**src/skt_pkg.sv**
```systemverilog
// Package for the sorted key table engine: request and status codes,
// payload structs and the key normalization function. No dependencies.
package skt_pkg;

  localparam logic [1:0] REQ_FIND   = 2'd0;
  localparam logic [1:0] REQ_ENTER  = 2'd1;
  localparam logic [1:0] REQ_DELETE = 2'd2;
  localparam logic [1:0] REQ_NOP    = 2'd3;

  localparam logic [1:0] ST_OK        = 2'd0;
  localparam logic [1:0] ST_NOT_FOUND = 2'd1;
  localparam logic [1:0] ST_FULL      = 2'd2;
  localparam logic [1:0] ST_BAD_POS   = 2'd3;

  localparam logic [7:0] CHAR_SPACE = 8'h20;
  localparam logic [7:0] CHAR_TAB   = 8'h09;

  typedef struct packed {
    logic [1:0]  req_type;
    logic [7:0]  key_first;
    logic [7:0]  key_second;
    logic [31:0] value_in;
    logic [7:0]  entry_index;
  } req_t;

  typedef struct packed {
    logic [1:0]  status;
    logic [7:0]  position;
    logic [31:0] value_out;
  } rsp_t;

  // Classified command handed from the front part to the back part.
  typedef struct packed {
    logic [1:0]  op;
    logic [15:0] key;
    logic [31:0] value;
    logic [7:0]  index;
  } cmd_t;

  typedef enum logic [2:0] {
    BK_IDLE, BK_SRCH, BK_SWAIT, BK_DECIDE, BK_SHRD, BK_SHWR, BK_RESP
  } bk_state_t;

  function automatic logic [15:0] norm_key(input logic [7:0] f, input logic [7:0] s);
    logic [7:0] s2;
    s2 = (s == CHAR_SPACE || s == CHAR_TAB) ? 8'd0 : s;
    return {f, s2};
  endfunction

endpackage

```
**src/skt_front.sv**
```systemverilog
// Front part: accepts request words, normalizes the key and queues a
// command for the back part in a two-entry queue. Depends on skt_pkg.
module skt_front import skt_pkg::*; (
  input  logic        clk,
  input  logic        rst_n,
  input  logic        in_valid,
  output logic        in_ready,
  input  req_t        in_data,
  output logic        cmd_valid,
  input  logic        cmd_ready,
  output cmd_t        cmd_data
);
  cmd_t       q_r [2];
  logic       wp_r, rp_r;
  logic [1:0] cnt_r;
  logic       push, pop;

  assign in_ready  = (cnt_r != 2'd2);
  assign push      = in_valid && in_ready;
  assign cmd_valid = (cnt_r != 2'd0);
  assign pop       = cmd_valid && cmd_ready;
  assign cmd_data  = q_r[rp_r];

  always_ff @(posedge clk) begin
    if (push) begin
      q_r[wp_r].op    <= in_data.req_type;
      q_r[wp_r].key   <= norm_key(in_data.key_first, in_data.key_second);
      q_r[wp_r].value <= in_data.value_in;
      q_r[wp_r].index <= in_data.entry_index;
    end
    if (!rst_n) begin
      wp_r  <= 1'b0;
      rp_r  <= 1'b0;
      cnt_r <= 2'd0;
    end else begin
      if (push) wp_r <= ~wp_r;
      if (pop) rp_r <= ~rp_r;
      cnt_r <= cnt_r + {1'b0, push} - {1'b0, pop};
    end
  end
endmodule

```
**config.mk**
```make
export PLATFORM = sky130hd
export DESIGN_NAME = skt_front
export DESIGN_NICKNAME = d
export VERILOG_FILES = /design/src/skt_pkg.sv /design/src/skt_front.sv
export SDC_FILE = /design/constraint.sdc
export NUM_CORES = 1
export LEC_CHECK = 0
export ABC_AREA = 1
export BUFFER_PORTS_ARGS = -buffer_cell sky130_fd_sc_hd__buf_4
export CAP_MARGIN = 20
export CORE_MARGIN = 5
export CORE_UTILIZATION = 36
export DETAILED_ROUTE_END_ITERATION = 10
export SYNTH_ARGS = -nofsm -noshare
export SYNTH_HDL_FRONTEND = slang
export SYNTH_SLANG_ARGS = --single-unit
```
**constraint.sdc**
```tcl
create_clock -name clk -period 3.9 [get_ports clk]
set_clock_uncertainty 0.05 [all_clocks]
set_input_delay 0.78 -clock clk [delete_from_list [all_inputs] [get_ports clk]]
set_output_delay 0.78 -clock clk [all_outputs]
set_load 0.01 [all_outputs]
```
==> reports/metrics.yaml <==
route:
  drt_wl_total_um: 8420
  drt_pre_antenna_iters: 4
  via_per_inst: 4.38
  antenna_left: 0
  drt_iter0_markers: 119
  drcViolationCount: 0
  route.vias.total: 2405
  routedWlPerCell_um: 15.3
yosys:
  ys_dominant_reg_cell: "sky130_fd_sc_hd__edfxtp_1"
  synthTopCellsByCount: "sky130_fd_sc_hd__edfxtp_1 (116), sky130_fd_sc_hd__mux2_2 (38), sky130_fd_sc_hd__mux2_4 (20)"
  post_synth_num_cell_types: 15
  synthTopCellsByArea: "sky130_fd_sc_hd__edfxtp_1 (76%), sky130_fd_sc_hd__mux2_2 (9.4%), sky130_fd_sc_hd__mux2_4 (6.6%)"
  synth_seq_area_share: 0.784
  post-synth-top-count-cell: "sky130_fd_sc_hd__edfxtp_1"
  synthesis.yosys.warnings: 0
  synth-edff-count: 116
  syn-cell-area_um2: 4570
  post-synth-top-area-cell: "sky130_fd_sc_hd__edfxtp_1"
  syn_avg_cell_area_um2: 19.5
  mappedNetlistNets: 298
  synth_top_cell_area_share: 0.762
  postSynth.asyncResetShare: 0
  synth-seq-cells: 121
  syn-instance-count: 235
power:
  vdd_drop_max_v: 0.000309
  leakagePower_nw: 2.37
  cellPowerDensity_nw_per_um2: 649
  report.power.total_mw: 4.00
critical_path:
  critical_path_arrival_ns: 1.99
  criticalPathCategory: "reg -> out"
  cp_data_required_time_ns: 3.07
  r2r.worst_path.cells: 5
  critPathCaptureType: "output port"
  highest_net_fanout_along_the_worst_path: 58
  timing.critical_path.from_type: "register"
global_routing:
  grt_first_pass_wirelength_um: 13000
  globalRouteOverflowTotal: 0
  use_met3: 0.0576
  antenna_found_initial: 0
  global_route.peak_usage_layer: "met2"
  number_of_global_route_vias_before_repair: 2621
  maximum_number_of_pins_on_one_net_before_global_route_repair: 59
  gr-usage-met2: 0.193
  met1_usage: 0.124
  grt_util_overall: 0.118
run:
  cap_violations: 0
clock_network:
  cts_root_buffer: "sky130_fd_sc_hd__clkbuf_16"
  cts_bufs_inserted: 17
  clock_insertion_delay_worst_skew_ns: 0.40
  clock_sinks: 121
  clockBufferDepth: 2
  cts.clk_slew.worst_paths_ns: 0.05
  cts.repair.resized: 0
  ctsHoldBuffers: 0
  cts-htree-levels: 4
  tritoncts: "yes"
  cts_post_setup_buffers_inserted: 0
placed_design:
  post-dp-hpwl_um: 5500
  place_inst: 519
  place_congestion: 0.655
  port-buffer-count: 121
die:
  core_area_um2: 12500
  top_level_ports: 122
  design.die.area_um2: 15100
  row_count: 41
  initial_core_util: 0.365
  die_w_um: 123
  die_h_um: 123
sta:
  final-max-slew-violation-count: 0
  tns_ns: 0
  achievable-frequency_mhz: 355
  hold_viol: 0
  setup_violation_total_in_the_final_timing_report: 0
  period_needed_ns: 2.82
  rsz0062_at_grt: "no"
  period_share: 0.723
  max_slew_margin: 0.370
  worst-slew-pin-transition_ns: 0.944
finish:
  drive_gt1_frac: 0.546
  areaGrowthSynthToFinish_pct: 34.9
  nets: 429
  fin_util: 0.493
  final-instance-count-excl-fill: 549
  num_antenna_cells: 0
outcome:
  status: "finished, final reports clean"
hold_path:
  hold_depth: 2
  timing.hold.worst.class: "reg -> reg"
[metal layers]
| metal | share of wire | vias up |
|---|---|---|
| met3 | 0.089 | 19 |
| met5 | 0 | - |
| met4 | 0.025 | 0 |
| li1 | - | 1143 |
| met1 | 0.38 | 1159 |
| met2 | 0.51 | 84 |
[logic make-up (layout without fill, tap and decap cells)]
| group | after synthesis | count (layout) | synth area share |
|---|---|---|---|
| DFF | 121 | 121 | 0.784 |
| adders and majority gates | 1 | 1 | 0.00274 |
| and+or+nand+nor | 28 | 28 | 0.0244 |
| buffers and inverters | 22 | 164 | 0.0238 |
| muxes | 58 | 58 | 0.159 |
| AOI/OAI and AO/OA | 4 | 4 | 0.00438 |
| xor gates and xnor gates | 1 | 1 | 0.00192 |
[power by group]
| group | leakage, nW | total, mW | internal, mW | switching (mW) |
|---|---|---|---|---|
| logic | 1.01 | 0.947 | 0.539 | 0.408 |
| clock network | 0.237 | 1.27 | 0.790 | 0.481 |
| registers | 1.13 | 1.78 | 1.65 | 0.127 |
[critical path, cell delays in order (launching register included)]
cell and delay, ns:
sky130_fd_sc_hd__dfxtp_4 0.90, sky130_fd_sc_hd__mux2_2 0.43, sky130_fd_sc_hd__buf_4 0.15
[registers in the layout, indices dropped and copies added (netlist names), named ones only]
signal,count
q_r,116
cnt_r,2
rp_r,1
wp_r,1
[layout by cell type (no fill, tap or decap)]
cell / instances
sky130_fd_sc_hd__nand3_1: 3
sky130_fd_sc_hd__clkinv_1: 2
sky130_fd_sc_hd__clkbuf_16: 17
sky130_fd_sc_hd__nand2_1: 13
sky130_fd_sc_hd__mux2_4: 20
sky130_fd_sc_hd__dfxtp_1: 4
sky130_fd_sc_hd__buf_4: 121
sky130_fd_sc_hd__inv_1: 11
sky130_fd_sc_hd__ha_1: 1
sky130_fd_sc_hd__nor2_1: 9
sky130_fd_sc_hd__dfxtp_4: 1
sky130_fd_sc_hd__mux2_2: 38
sky130_fd_sc_hd__xnor2_1: 1
sky130_fd_sc_hd__or2_2: 1
sky130_fd_sc_hd__edfxtp_1: 116
sky130_fd_sc_hd__clkbuf_1: 7
sky130_fd_sc_hd__a21oi_1: 4
sky130_fd_sc_hd__clkinv_2: 4
sky130_fd_sc_hd__buf_12: 2
sky130_fd_sc_hd__nor2_4: 2
[area by class of cell]
type | count | area, µm²
fill | 1117 | 6350
sequential | 121 | 3590
timing repair buffer | 123 | 948
multi-input combinational | 92 | 896
clock buffer | 24 | 452
tap | 172 | 215
inverter | 11 | 41.3
clock inverter | 6 | 27.5
[final timing paths]
check             startpoint          end  slack [ns]
setup / recovery    register  cmd_data[3]        1.08
hold / removal          rp_r         rp_r        0.45
setup reg to reg    cnt_r[0]   q_r[0][10]        1.88
hold reg to reg         rp_r         rp_r        0.45
[stage by stage]
| step | worst slack [ns] | hold WS, ns | instance area, µm² |
|---|---|---|---|
| 6_report | 1.08 | 0.453 | 6170 |
| 5_1_grt | 0.998 | 0.478 | 6170 |
| 4_1_cts | 1.03 | 0.459 | 6170 |
| 3_5_place_dp | 1.47 | 0.433 | 5690 |
| 3_3_place_gp | 1.48 | 0.428 | 5690 |
| 2_1_floorplan | 0.00811 | 0.417 | 4580 |
(Power assumes the default switching activity.)
